[config.mk]
export PLATFORM = sky130hd
export DESIGN_NAME = max_min_task_scheduler_unit
export DESIGN_NICKNAME = d
export VERILOG_FILES = /design/src/rtl/mmts_pkg.sv /design/src/rtl/max_min_task_scheduler_unit.sv
export SDC_FILE = /design/constraint.sdc
export NUM_CORES = 2
export LEC_CHECK = 0
export BUFFER_PORTS_ARGS = -buffer_cell sky130_fd_sc_hd__buf_4
export CAP_MARGIN = 20
export CELL_PAD_IN_SITES_DETAIL_PLACEMENT = 0
export CELL_PAD_IN_SITES_GLOBAL_PLACEMENT = 1
export CORE_AREA = 5 5 506 508
export DETAILED_ROUTE_END_ITERATION = 8
export DIE_AREA = 0 0 511 513
export GPL_TIMING_DRIVEN = 0
export PLACE_DENSITY_LB_ADDON = 0.1
export SKIP_LAST_GASP = 1
export SLEW_MARGIN = 40
export SYNTH_ARGS = -nofsm -noshare
export SYNTH_HDL_FRONTEND = slang
export SYNTH_SLANG_ARGS = --single-unit
[constraint.sdc]
create_clock -name clk -period 7.8 [get_ports clk]
set_input_delay 0.78 -clock clk [delete_from_list [all_inputs] [get_ports clk]]
set_output_delay 0.78 -clock clk [all_outputs]
set_load 0.01 [all_outputs]
[src/rtl/mmts_pkg.sv]
// ----------------------------------------------------------------------------
// mmts_pkg
// Shared types and constants of the Max-Min task scheduler.
// ----------------------------------------------------------------------------
package mmts_pkg;

	localparam int MAX_MACHINES_DEF = 8;
	localparam int MAX_TASKS_DEF    = 16;
	localparam int TIME_BITS_DEF    = 16;

	localparam int FIN_BITS = 20;
	localparam logic [FIN_BITS-1:0] FIN_MAX = '1;

	localparam int CFG_IDX_BITS  = 4;
	localparam int CFG_DATA_BITS = 8;

	localparam logic [CFG_IDX_BITS-1:0] CFG_NUM_MACHINES = CFG_IDX_BITS'(0);
	localparam logic [CFG_IDX_BITS-1:0] CFG_NUM_TASKS    = CFG_IDX_BITS'(1);

	localparam logic [3:0] NUM_MACHINES_RST = 4'd8;
	localparam logic [4:0] NUM_TASKS_RST    = 5'd16;

	localparam logic MODE_LOAD = 1'b0;
	localparam logic MODE_RUN  = 1'b1;

	typedef enum logic [1:0] {
		ST_IDLE,
		ST_SCAN,
		ST_DRAIN,
		ST_EMIT
	} state_t;

	typedef struct packed {
		logic        mode;
		logic [2:0]  machine_index;
		logic [3:0]  task_index;
		logic [15:0] exec_time;
	} req_t;

	typedef struct packed {
		logic [3:0]          task_res;
		logic [2:0]          machine;
		logic [15:0]         task_time;
		logic [FIN_BITS-1:0] finish_time;
		logic [FIN_BITS-1:0] makespan;
		logic                last;
	} result_t;

endpackage

[src/rtl/max_min_task_scheduler_unit.sv]
// ----------------------------------------------------------------------------
// max_min_task_scheduler_unit
// Max-Min list scheduler over a loaded execution-time matrix.
// ----------------------------------------------------------------------------
// Usage:
//   A request is taken when start is high and busy is low. A load request
//   (mode 0) writes one matrix entry in that cycle and raises no busy; entries
//   outside the matrix are dropped. A run request (mode 1) schedules every task
//   in use and raises busy until the last result has been produced.
//   Results appear on result with result_valid high for one cycle each, one per
//   task, with last set on the final one. The receiver cannot stall them.
//   Configuration writes (cfg_index 0: machines, 1: tasks) are taken while
//   cfg_ready is high, which is whenever the block is idle.
// Timing:
//   One shared add/compare unit walks the matrix one entry a cycle, fed from a
//   registered read of the matrix memory. Each scheduled task takes a scan over
//   every matrix entry in use, a drain of the compare pipeline and a step to
//   choose it; busy stays high until the last task has been chosen. Each result
//   follows its choice in the next cycle; the last one comes in the first cycle
//   with busy low.
// Reset:
//   arst_n clears the control state and sets 8 machines and 16 tasks; the
//   matrix keeps no reset value and must be loaded before a run reads it.
// ----------------------------------------------------------------------------
module max_min_task_scheduler_unit #(
	parameter int MAX_MACHINES = mmts_pkg::MAX_MACHINES_DEF,
	parameter int MAX_TASKS    = mmts_pkg::MAX_TASKS_DEF,
	parameter int TIME_BITS    = mmts_pkg::TIME_BITS_DEF
) (
	input  logic                                  clk,
	input  logic                                  arst_n,
	input  logic                                  start,
	output logic                                  busy,
	input  mmts_pkg::req_t                        req,
	output logic                                  result_valid,
	output mmts_pkg::result_t                     result,
	input  logic                                  cfg_valid,
	output logic                                  cfg_ready,
	input  logic [mmts_pkg::CFG_IDX_BITS-1:0]     cfg_index,
	input  logic [mmts_pkg::CFG_DATA_BITS-1:0]    cfg_data
);

	localparam int MW    = (MAX_MACHINES > 1) ? $clog2(MAX_MACHINES) : 1;
	localparam int TW    = (MAX_TASKS > 1) ? $clog2(MAX_TASKS) : 1;
	localparam int DEPTH = MAX_MACHINES * MAX_TASKS;
	localparam int AW    = (DEPTH > 1) ? $clog2(DEPTH) : 1;
	localparam int FB    = mmts_pkg::FIN_BITS;
	localparam int SW    = ((TIME_BITS > FB) ? TIME_BITS : FB) + 1;

	mmts_pkg::state_t state_q, state_d;

	logic [3:0]           num_machines_q;
	logic [4:0]           num_tasks_q;
	logic [MW-1:0]        m_last;
	logic [TW-1:0]        t_last;

	logic [TIME_BITS-1:0] mem [DEPTH];
	logic [AW-1:0]        rd_addr;
	logic [AW-1:0]        wr_addr;
	logic                 wr_en;

	logic [MW-1:0]        i_q;
	logic [TW-1:0]        j_q;
	logic [TW-1:0]        k_q;
	logic [MAX_TASKS-1:0] done_q;
	logic [FB-1:0]        ready_q [MAX_MACHINES];
	logic [FB-1:0]        span_q;

	logic                 run_go;
	logic                 issue;
	logic                 scan_end;

	logic                 v_s1;
	logic                 first_s1;
	logic                 lasti_s1;
	logic [MW-1:0]        i_s1;
	logic [TW-1:0]        j_s1;
	logic [TIME_BITS-1:0] rd_s1;

	logic [FB-1:0]        mfin_q;
	logic [MW-1:0]        mm_q;
	logic [TIME_BITS-1:0] mt_q;

	logic [SW-1:0]        sum;
	logic [FB-1:0]        f;
	logic                 take;
	logic [FB-1:0]        cand_fin;
	logic [MW-1:0]        cand_mach;
	logic [TIME_BITS-1:0] cand_time;

	logic                 v_s2;
	logic [FB-1:0]        fin_s2;
	logic [MW-1:0]        mach_s2;
	logic [TW-1:0]        task_s2;
	logic [TIME_BITS-1:0] time_s2;

	logic                 have_q;
	logic [FB-1:0]        best_fin_q;
	logic [MW-1:0]        best_mach_q;
	logic [TW-1:0]        best_task_q;
	logic [TIME_BITS-1:0] best_time_q;
	logic [FB-1:0]        span_new;

	logic                 result_valid_q;
	mmts_pkg::result_t    result_q;

	always_comb begin
		if (num_machines_q == '0) begin
			m_last = '0;
		end else if (int'(num_machines_q) >= MAX_MACHINES) begin
			m_last = MW'(MAX_MACHINES - 1);
		end else begin
			m_last = MW'(num_machines_q - 4'd1);
		end
		if (num_tasks_q == '0) begin
			t_last = '0;
		end else if (int'(num_tasks_q) >= MAX_TASKS) begin
			t_last = TW'(MAX_TASKS - 1);
		end else begin
			t_last = TW'(num_tasks_q - 5'd1);
		end
	end

	always_comb begin
		state_d = state_q;
		unique case (state_q)
			mmts_pkg::ST_IDLE: begin
				if (start && req.mode == mmts_pkg::MODE_RUN) state_d = mmts_pkg::ST_SCAN;
			end
			mmts_pkg::ST_SCAN: begin
				if (scan_end) state_d = mmts_pkg::ST_DRAIN;
			end
			mmts_pkg::ST_DRAIN: begin
				if (!v_s1 && !v_s2) state_d = mmts_pkg::ST_EMIT;
			end
			mmts_pkg::ST_EMIT: begin
				state_d = (k_q == t_last) ? mmts_pkg::ST_IDLE : mmts_pkg::ST_SCAN;
			end
			default: state_d = mmts_pkg::ST_IDLE;
		endcase
	end

	always_comb begin
		busy      = (state_q != mmts_pkg::ST_IDLE);
		cfg_ready = (state_q == mmts_pkg::ST_IDLE);
		run_go    = (state_q == mmts_pkg::ST_IDLE) && start && req.mode == mmts_pkg::MODE_RUN;
		wr_en     = (state_q == mmts_pkg::ST_IDLE) && start && req.mode == mmts_pkg::MODE_LOAD
			&& int'(req.machine_index) < MAX_MACHINES && int'(req.task_index) < MAX_TASKS;
		issue     = (state_q == mmts_pkg::ST_SCAN) && !done_q[j_q];
		scan_end  = (state_q == mmts_pkg::ST_SCAN) && i_q == m_last && j_q == t_last;
	end

	assign wr_addr = AW'(int'(req.machine_index) * MAX_TASKS + int'(req.task_index));
	assign rd_addr = AW'(int'(i_q) * MAX_TASKS + int'(j_q));

	always_ff @(posedge clk) begin
		if (wr_en) mem[wr_addr] <= TIME_BITS'(req.exec_time);
		rd_s1 <= mem[rd_addr];
	end

	always_comb begin
		sum       = SW'(ready_q[i_s1]) + SW'(rd_s1);
		f         = (sum > SW'(mmts_pkg::FIN_MAX)) ? mmts_pkg::FIN_MAX : FB'(sum);
		take      = first_s1 || f < mfin_q;
		cand_fin  = take ? f : mfin_q;
		cand_mach = take ? i_s1 : mm_q;
		cand_time = take ? rd_s1 : mt_q;
		span_new  = (best_fin_q > span_q) ? best_fin_q : span_q;
	end

	always_ff @(posedge clk or negedge arst_n) begin
		if (!arst_n) begin
			state_q        <= mmts_pkg::ST_IDLE;
			num_machines_q <= mmts_pkg::NUM_MACHINES_RST;
			num_tasks_q    <= mmts_pkg::NUM_TASKS_RST;
			i_q            <= '0;
			j_q            <= '0;
			k_q            <= '0;
			done_q         <= '0;
			span_q         <= '0;
			v_s1           <= 1'b0;
			v_s2           <= 1'b0;
			have_q         <= 1'b0;
			result_valid_q <= 1'b0;
			for (int m = 0; m < MAX_MACHINES; m++) ready_q[m] <= '0;
		end else begin
			state_q        <= state_d;
			v_s1           <= issue;
			v_s2           <= v_s1 && lasti_s1;
			result_valid_q <= (state_q == mmts_pkg::ST_EMIT);
			if (cfg_valid && cfg_ready) begin
				if (cfg_index == mmts_pkg::CFG_NUM_MACHINES) num_machines_q <= cfg_data[3:0];
				if (cfg_index == mmts_pkg::CFG_NUM_TASKS) num_tasks_q <= cfg_data[4:0];
			end
			if (run_go) begin
				i_q    <= '0;
				j_q    <= '0;
				k_q    <= '0;
				done_q <= '0;
				span_q <= '0;
				have_q <= 1'b0;
				for (int m = 0; m < MAX_MACHINES; m++) ready_q[m] <= '0;
			end
			if (state_q == mmts_pkg::ST_SCAN) begin
				if (i_q == m_last) begin
					i_q <= '0;
					j_q <= j_q + 1'b1;
				end else begin
					i_q <= i_q + 1'b1;
				end
			end
			if (v_s2 && (!have_q || fin_s2 > best_fin_q)) have_q <= 1'b1;
			if (state_q == mmts_pkg::ST_EMIT) begin
				done_q[best_task_q]  <= 1'b1;
				ready_q[best_mach_q] <= best_fin_q;
				span_q               <= span_new;
				k_q                  <= k_q + 1'b1;
				have_q               <= 1'b0;
				i_q                  <= '0;
				j_q                  <= '0;
			end
		end
	end

	always_ff @(posedge clk) begin
		first_s1 <= (i_q == '0);
		lasti_s1 <= (i_q == m_last);
		i_s1     <= i_q;
		j_s1     <= j_q;
		if (v_s1) begin
			mfin_q <= cand_fin;
			mm_q   <= cand_mach;
			mt_q   <= cand_time;
		end
		fin_s2  <= cand_fin;
		mach_s2 <= cand_mach;
		time_s2 <= cand_time;
		task_s2 <= j_s1;
		if (v_s2 && (!have_q || fin_s2 > best_fin_q)) begin
			best_fin_q  <= fin_s2;
			best_mach_q <= mach_s2;
			best_task_q <= task_s2;
			best_time_q <= time_s2;
		end
		if (state_q == mmts_pkg::ST_EMIT) begin
			result_q.task_res    <= 4'(best_task_q);
			result_q.machine     <= 3'(best_mach_q);
			result_q.task_time   <= 16'(best_time_q);
			result_q.finish_time <= best_fin_q;
			result_q.makespan    <= span_new;
			result_q.last        <= (k_q == t_last);
		end
	end

	assign result_valid = result_valid_q;
	assign result       = result_q;

endmodule

# After elaboration in Yosys (flattened, before gate mapping)
# Memories as Yosys holds them, arrays and structs flattened. A register that Yosys moved wholly into a read port is not among the register bits.
# Cells that the tools add are included.
[word_totals]
out_inout_bits = 67
mem_bits_rw = 2048
ff_bits = 420
mem_count = 1
[op_classes]
bitwise = 4
n_lt_le_gt_ge = 12
n_eq_ne = 10
n_addsub = 8
n_reduce_logical = 31
mux = 45
[memory_table]
columns = ["name", "depth", "width", "rd", "rd_ports_with_merged_regs", "write_ports", "line_no", "rtl"]
rows = [
  ["mem", 128, 16, 1, 1, 1, "max_min_task_scheduler_unit.sv:57", "logic [TIME_BITS-1:0] mem [DEPTH];"],
]
[ops]
columns = ["cell", "n"]
rows = [
  ["160-bit 2-to-1 mux", 2],
  ["160-bit bitwise mux", 1],
  ["20-bit 2-to-1 mux", 8],
  ["20-bit binary-select mux with 3-bit select", 1],
  ["20-bit demux with 3-bit select", 1],
  ["16-bit 2-to-1 mux", 3],
  ["20-bit greater-than comparator", 2],
  ["4-bit 2-to-1 mux", 8],
  ["20-bit by 16-bit adder with 21-bit output", 1],
  ["21-bit by 20-bit greater-than comparator with 1-bit output (second input constant)", 1],
  ["3-bit 2-to-1 mux", 7],
  ["20-bit less-than comparator", 1],
  ["16-bit OR", 1],
  ["7-bit by 4-bit adder with 7-bit output", 2],
  ["1-bit logical AND", 13],
  ["4-bit greater-or-equal comparator (second input constant)", 3],
  ["4-bit by 5-bit less-than comparator with 1-bit output (second input constant)", 2],
  ["4-bit by 1-bit adder with 4-bit output (second input constant)", 2],
  ["4-bit == test", 2],
  ["4-bit zero test", 2],
  ["1-bit 2-to-1 mux", 8],
  ["3-bit NOT with 4-bit output", 2],
  ["2-bit case mux with 4 select lines", 1],
  ["2-bit 2-to-1 mux", 3],
  ["24 further kinds", 33],
]

# Longest topological paths before layout
[logic_depth]
depth_word = 10
mapped_depth = 25
depth_no_buf = 20

# Least setup slack after synthesis
# Ideal clock, no wire load.
[synth_path]
kind = "reg-to-reg"
startpoint = "register i_s1[0]"
endpoint = "register mt_q[10] (data pin)"
setup_time_ps = 262
t_arrival_ps = 5845
path_slack_ps = 1693
stages_incl_launch_ff = 24
cell_sequence = "dfxtp_1 -> clkbuf_1 -> clkbuf_1 -> mux4_2 -> mux2_2 -> ha_1 -> inv_1 -> fa_1 -> nand2b_1 -> a21oi_1 -> a41oi_1 -> o21ai_0 -> nand3_1 -> buf_2 -> nand2_1 -> ha_1 -> nand4_1 -> a21oi_1 -> a2111oi_0 -> o211ai_1 -> o31a_1 -> buf_6 -> buf_8 -> mux2_4"
[synth_via]
elab_chain_cells = 10
[synth_rtl]
columns = ["element", "line_no", "rtl"]
rows = [
  ["start: declaration", "max_min_task_scheduler_unit.sv:76", "logic [MW-1:0] i_s1;"],
  ["start signal: assignment", "max_min_task_scheduler_unit.sv:228", "i_s1 <= i_q;"],
  ["3-bit NOT with 4-bit output (not written as such) (*)", "max_min_task_scheduler_unit.sv:162", "sum = SW'(ready_q[i_s1]) + SW'(rd_s1);"],
  ["20-bit binary-select mux with 3-bit select (*)", "max_min_task_scheduler_unit.sv:162", ""],
  ["20-bit 2-to-1 mux (not written as such) (*) (2 in series)", "max_min_task_scheduler_unit.sv:162", ""],
  ["20-bit by 16-bit adder with 21-bit output (*)", "max_min_task_scheduler_unit.sv:162", ""],
  ["21-bit by 20-bit greater-than comparator with 1-bit output", "max_min_task_scheduler_unit.sv:163", "f = (sum > SW'(mmts_pkg::FIN_MAX)) ? mmts_pkg::FIN_MAX : FB'(sum);"],
  ["20-bit 2-to-1 mux (*)", "max_min_task_scheduler_unit.sv:163", ""],
  ["20-bit less-than comparator (*)", "max_min_task_scheduler_unit.sv:164", "take = first_s1 || f < mfin_q;"],
  ["1-bit logical OR (*)", "max_min_task_scheduler_unit.sv:164", ""],
  ["16-bit 2-to-1 mux (*)", "max_min_task_scheduler_unit.sv:167", "cand_time = take ? rd_s1 : mt_q;"],
  ["named net cand_time[10]", "max_min_task_scheduler_unit.sv:89", "logic [TIME_BITS-1:0] cand_time;"],
  ["end signal: assignment", "max_min_task_scheduler_unit.sv:233", "mt_q <= cand_time;"],
  ["end: declaration", "max_min_task_scheduler_unit.sv:82", "logic [TIME_BITS-1:0] mt_q;"],
]
# Mark *: on every way through the listed nets, which the timed path passes. The rest lies on a longest branch. The select of a mux whose other input is x is not followed.
# A chain may end at the register's enable or synchronous reset.

# Worst setup path after layout
[layout_path]
startpoint = "register i_s1[2]"
endpoint = "register mfin_q[7] (data pin)"
[layout_via]
elab_chain_cells = 10
[layout_rtl]
columns = ["element", "line_no", "rtl"]
rows = [
  ["3-bit NOT with 4-bit output (not written as such) (*)", "max_min_task_scheduler_unit.sv:162", ""],
  ["20-bit binary-select mux with 3-bit select (*)", "max_min_task_scheduler_unit.sv:162", ""],
  ["20-bit 2-to-1 mux (not written as such) (*) (2 in series)", "max_min_task_scheduler_unit.sv:162", ""],
  ["20-bit by 16-bit adder with 21-bit output (*)", "max_min_task_scheduler_unit.sv:162", ""],
  ["21-bit by 20-bit greater-than comparator with 1-bit output", "max_min_task_scheduler_unit.sv:163", ""],
  ["20-bit 2-to-1 mux (*)", "max_min_task_scheduler_unit.sv:163", ""],
  ["20-bit less-than comparator", "max_min_task_scheduler_unit.sv:164", ""],
  ["1-bit logical OR", "max_min_task_scheduler_unit.sv:164", ""],
  ["20-bit 2-to-1 mux (*)", "max_min_task_scheduler_unit.sv:165", "cand_fin = take ? f : mfin_q;"],
  ["named net cand_fin[7]", "max_min_task_scheduler_unit.sv:87", "logic [FB-1:0] cand_fin;"],
  ["end signal: assignment", "max_min_task_scheduler_unit.sv:231", "mfin_q <= cand_fin;"],
  ["end: declaration", "max_min_task_scheduler_unit.sv:80", "logic [FB-1:0] mfin_q;"],
]
# Marks and branches as above.

==> summary.txt <==
Detailed routing
  • Drt pass-1 iters: 5
  • Top sig layer: met4
  • Drt drc: 0
  • Final wirelength: approximately 270 mm
  • Via count: ~48000
  • Starting DRT DRC Count: approximately 4500
  • DR WL met2: ~130 mm
  • Vias per std cell: about 5.5
  • Met3 wire length: 16.17 mm
  • Antenna viol nets, final: 0
  • Average wire per standard cell: between 30 and 40 um
  • Post-Route M1 WL: 120.3 mm

Critical path
  • Critical-path maximum fanout: 10
  • CP Data Arrival Time: roughly 8.0 ns
  • CP required: roughly 8.4 ns
  • Startpoint Class: flip-flop
  • Setup CP Type: flip-flop to flip-flop
  • Critical path capture point type: flip-flop

Clock tree
  • Clock buffer depth: 4
  • CTS root buffer: clkbuf_16
  • Clk slew on worst S/H paths: 0.06 ns
  • H-tree depth: 5
  • Total clock sinks: roughly 2500
  • CTS Buf Count: ~290
  • Clock latency on the worst-skew pair: approximately 0.93 ns
  • TritonCTS clock tree: done

Yosys
  • Distinct cells, synth: 75
  • Commonest cells in the netlist: edfxtp_1 (2194), mux4_2 (700), dfrtp_1 (220)
  • Post-synth EDFFs: 2194
  • Register bit total from synthesis: between 2000 and 2500
  • Simple-Gate Fraction of Synth Area: between 1.5 and 2%
  • Leading area contributor after synthesis: edfxtp_1
  • Post-Synthesis Net Count: between 4000 and 5000
  • Cell Area, Synth: 97390 um^2
  • Mux cell area share after synthesis: 17.36%
  • Most common cell in the synthesized netlist: edfxtp_1
  • Compound-Gate Fraction of Synth Area: 3.164%
  • Top post-synthesis cells by area: edfxtp_1 (68%), mux4_2 (16%), dfrtp_1 (5.7%)
  • Asr flop ratio synth: ~8.9%
  • Post-synth top area share: roughly two thirds
  • Largest family of logic cells by synthesized area: multiplexers
  • Post-synthesis xor/xnor area fraction: less than 1%
  • Synth Warn #: 0
  • Post-synthesis sequential area ratio: between 70% and 80%
  • Main synth FF type: edfxtp_1
  • Synth Area in Adders: 1.125%
  • Syn Inst Count: around 4600
  • Avg Inst Size Synth: approximately 21 um^2

Timing
  • Worst Tran Pin Value: approximately 0.84 ns
  • RSZ-0062 raised after global routing: false
  • WHS: approximately 0.19 ns
  • Final setup fails: 0
  • Setup TNS: 0 ns
  • Crit path time final: around 7.4 ns
  • Final hold vios: 0
  • Pins Over Slew Limit: 0
  • Final Cycle Share: 94.32%
  • Fmax: 0.1359 GHz
  • Post-Route Skew: between 0.05 and 0.06 ns
  • Slew HR: between 40% and 50%

Die
  • Die Ht: 513 um
  • Initial Utilization: between 30% and 40%
  • Die area: 262100 um^2
  • Die W: between 500 and 600 um
  • Core area: ~250000 um^2
  • # IOs: 107
  • FP Rows: roughly 180

GRT
  • Initial antenna violation count: 23
  • All-Layer GR Usage: ~21%
  • GRT overflow: 0
  • Wire length of the first global-routing pass: around 390 mm
  • Largest net degree at the start of global routing: 129
  • Vias in the first global route: 49307

Finish
  • Area delta synth->final: 18.49%
  • Final Util: 46.03%
  • Cell Count, Final, Fillers Out: between 8000 and 9000
  • Final instance area: around 120000 um^2
  • Share of layout cells above drive strength 1: about 32%
  • Total Nets Final: 5224

Min path
  • Worst Hold Class: input pin to flip-flop

Placement
  • DPL Wire Length: 185.6 mm
  • Placed Area: around 110000 um^2
  • Gpl congestion: about 0.8
  • Placed Cells: 8148
  • Port Buffer Count: 100

Power
  • P_leak: approximately 37 nW
  • Pwr Density: roughly 320 nW/um^2
  • Max VDD drop: 192.5 uV

Job
  • Max-Cap Viols: 0

Status
  • Status: complete, no violations
-- path summary, 6_finish.rpt --
kind	startpoint	endpoint	slack [ns]	depth (start not counted)
max	i_s1[2]$_DFF_P_	mfin_q[7]$_DFFE_PP_	0.44	20
min	cfg_data[0]	num_machines_q[0]$_DFFE_PN0P_	0.19	3
max reg2reg	i_s1[2]$_DFF_P_	mfin_q[7]$_DFFE_PP_	0.44	20
min reg2reg	j_s1[1]$_DFF_P_	task_s2[1]$_DFF_P_	0.33	0
max in group asynchronous	arst_n	ready_q[87]$_DFF_PN0_	6.41	4
min in group asynchronous	arst_n	ready_q[116]$_DFF_PN0_	0.36	2
-- layout make-up --
type,instances,area (um^2)
well taps,3348,4189
flip-flops and latches,2484,72810
repair buffers,245,3588
clock buffers,365,7746
inverters,91,342.8
multi-input cells,1714,24170
clock inverters,132,1267
plain buffers,269,1257
fillers,20948,135300
diodes,10,25.02
-- sequential cells by signal, indices dropped and copies added, names as in the netlist, 5 cells and up --
name,count
mfin_q,20
best_time_q,16
fin_s2,20
rd_s1,16
ready_q,160
span_q,20
best_fin_q,20
mem,2048
num_tasks_q,5
mt_q,16
time_s2,16
result,64
done_q,16
-- routing by layer --
| layer | vias to the layer above | track usage, % |
|---|---|---|
| met1 | 25952 | 29.37 |
| met5 | - | 0 |
| li1 | 20194 | - |
| met2 | 1365 | 33.36 |
| met4 | 0 | 5.055 |
| met3 | 368 | 3.773 |
-- cells by family after synthesis --
group | Yosys count
buffers and inverters | 360
AND/OR/NAND/NOR | 408
flip-flops | 2484
multiplexers | 799
XOR/XNOR | 15
adder cells (fa/ha/maj) | 87
AO/OA/AOI/OAI | 405
-- power breakdown --
part | leakage (nW) | switching, W | internal, W
sequential | 23.2 | 0.000565 | 0.0156
clock | 4.42 | 0.00527 | 0.00775
combinational | 9.57 | 0.00449 | 0.00331
-- critical path: stages (launching register included) --
cell and delay, ns:
dfxtp_1 0.39, buf_2 0.27, buf_2 0.39, clkbuf_1 0.64
mux2i_1 0.32, fa_1 0.47, nand2b_1 0.18, a21oi_1 0.30
a41oi_2 0.31, o21ai_1 0.41, nand3_1 0.42, buf_2 0.33
nand2_1 0.11, ha_1 0.24, nand4_1 0.16, a21oi_1 0.07
a2111oi_0 0.71, o211ai_1 0.25, o31ai_1 0.34, buf_2 0.33
mux2_2 0.43
-- timing repair --
action,CTS,global route
hold endpoints to repair,36,0
hold buffers,1,0
gates resized for setup,0,5
setup endpoints to repair,0,69
buffers inserted,0,0
-- per-stage QoR --
step                power, W  setup slack (ns)
finish               0.03696            0.4434
global route         0.03852           0.01971
CTS                  0.03740            0.1252
detailed placement   0.02431            0.1477
global placement     0.02418           -0.5517
floorplan            0.02108             1.693
-- cell usage in the layout, fill, tap and decap left out, types with 14 or more instances in the layout --
cell	synthesis	routed
clkinv_1	1	37
edfxtp_1	2194	2194
nand2_1	74	69
buf_8	1	95
clkbuf_2	0	58
buf_4	1	88
buf_16	0	50
a21oi_1	42	42
a22o_1	162	162
clkbuf_1	168	162
inv_1	88	88
mux2_2	50	50
o21a_1	21	21
clkbuf_16	0	296
dfxtp_1	68	68
bufinv_16	0	22
a32o_1	21	21
a21o_1	15	15
nor2_4	0	126
nor2b_1	14	14
nand3_1	43	36
buf_2	64	87
mux4_2	700	700
dfrtp_1	220	219
nand2b_1	14	14
clkinv_2	1	54
a22oi_1	17	17
nor2_1	182	56
o21ai_0	62	61
buf_1	31	16
mux2i_1	34	33
ha_1	86	85
Note: power is estimated with default switching activity, not from simulation.
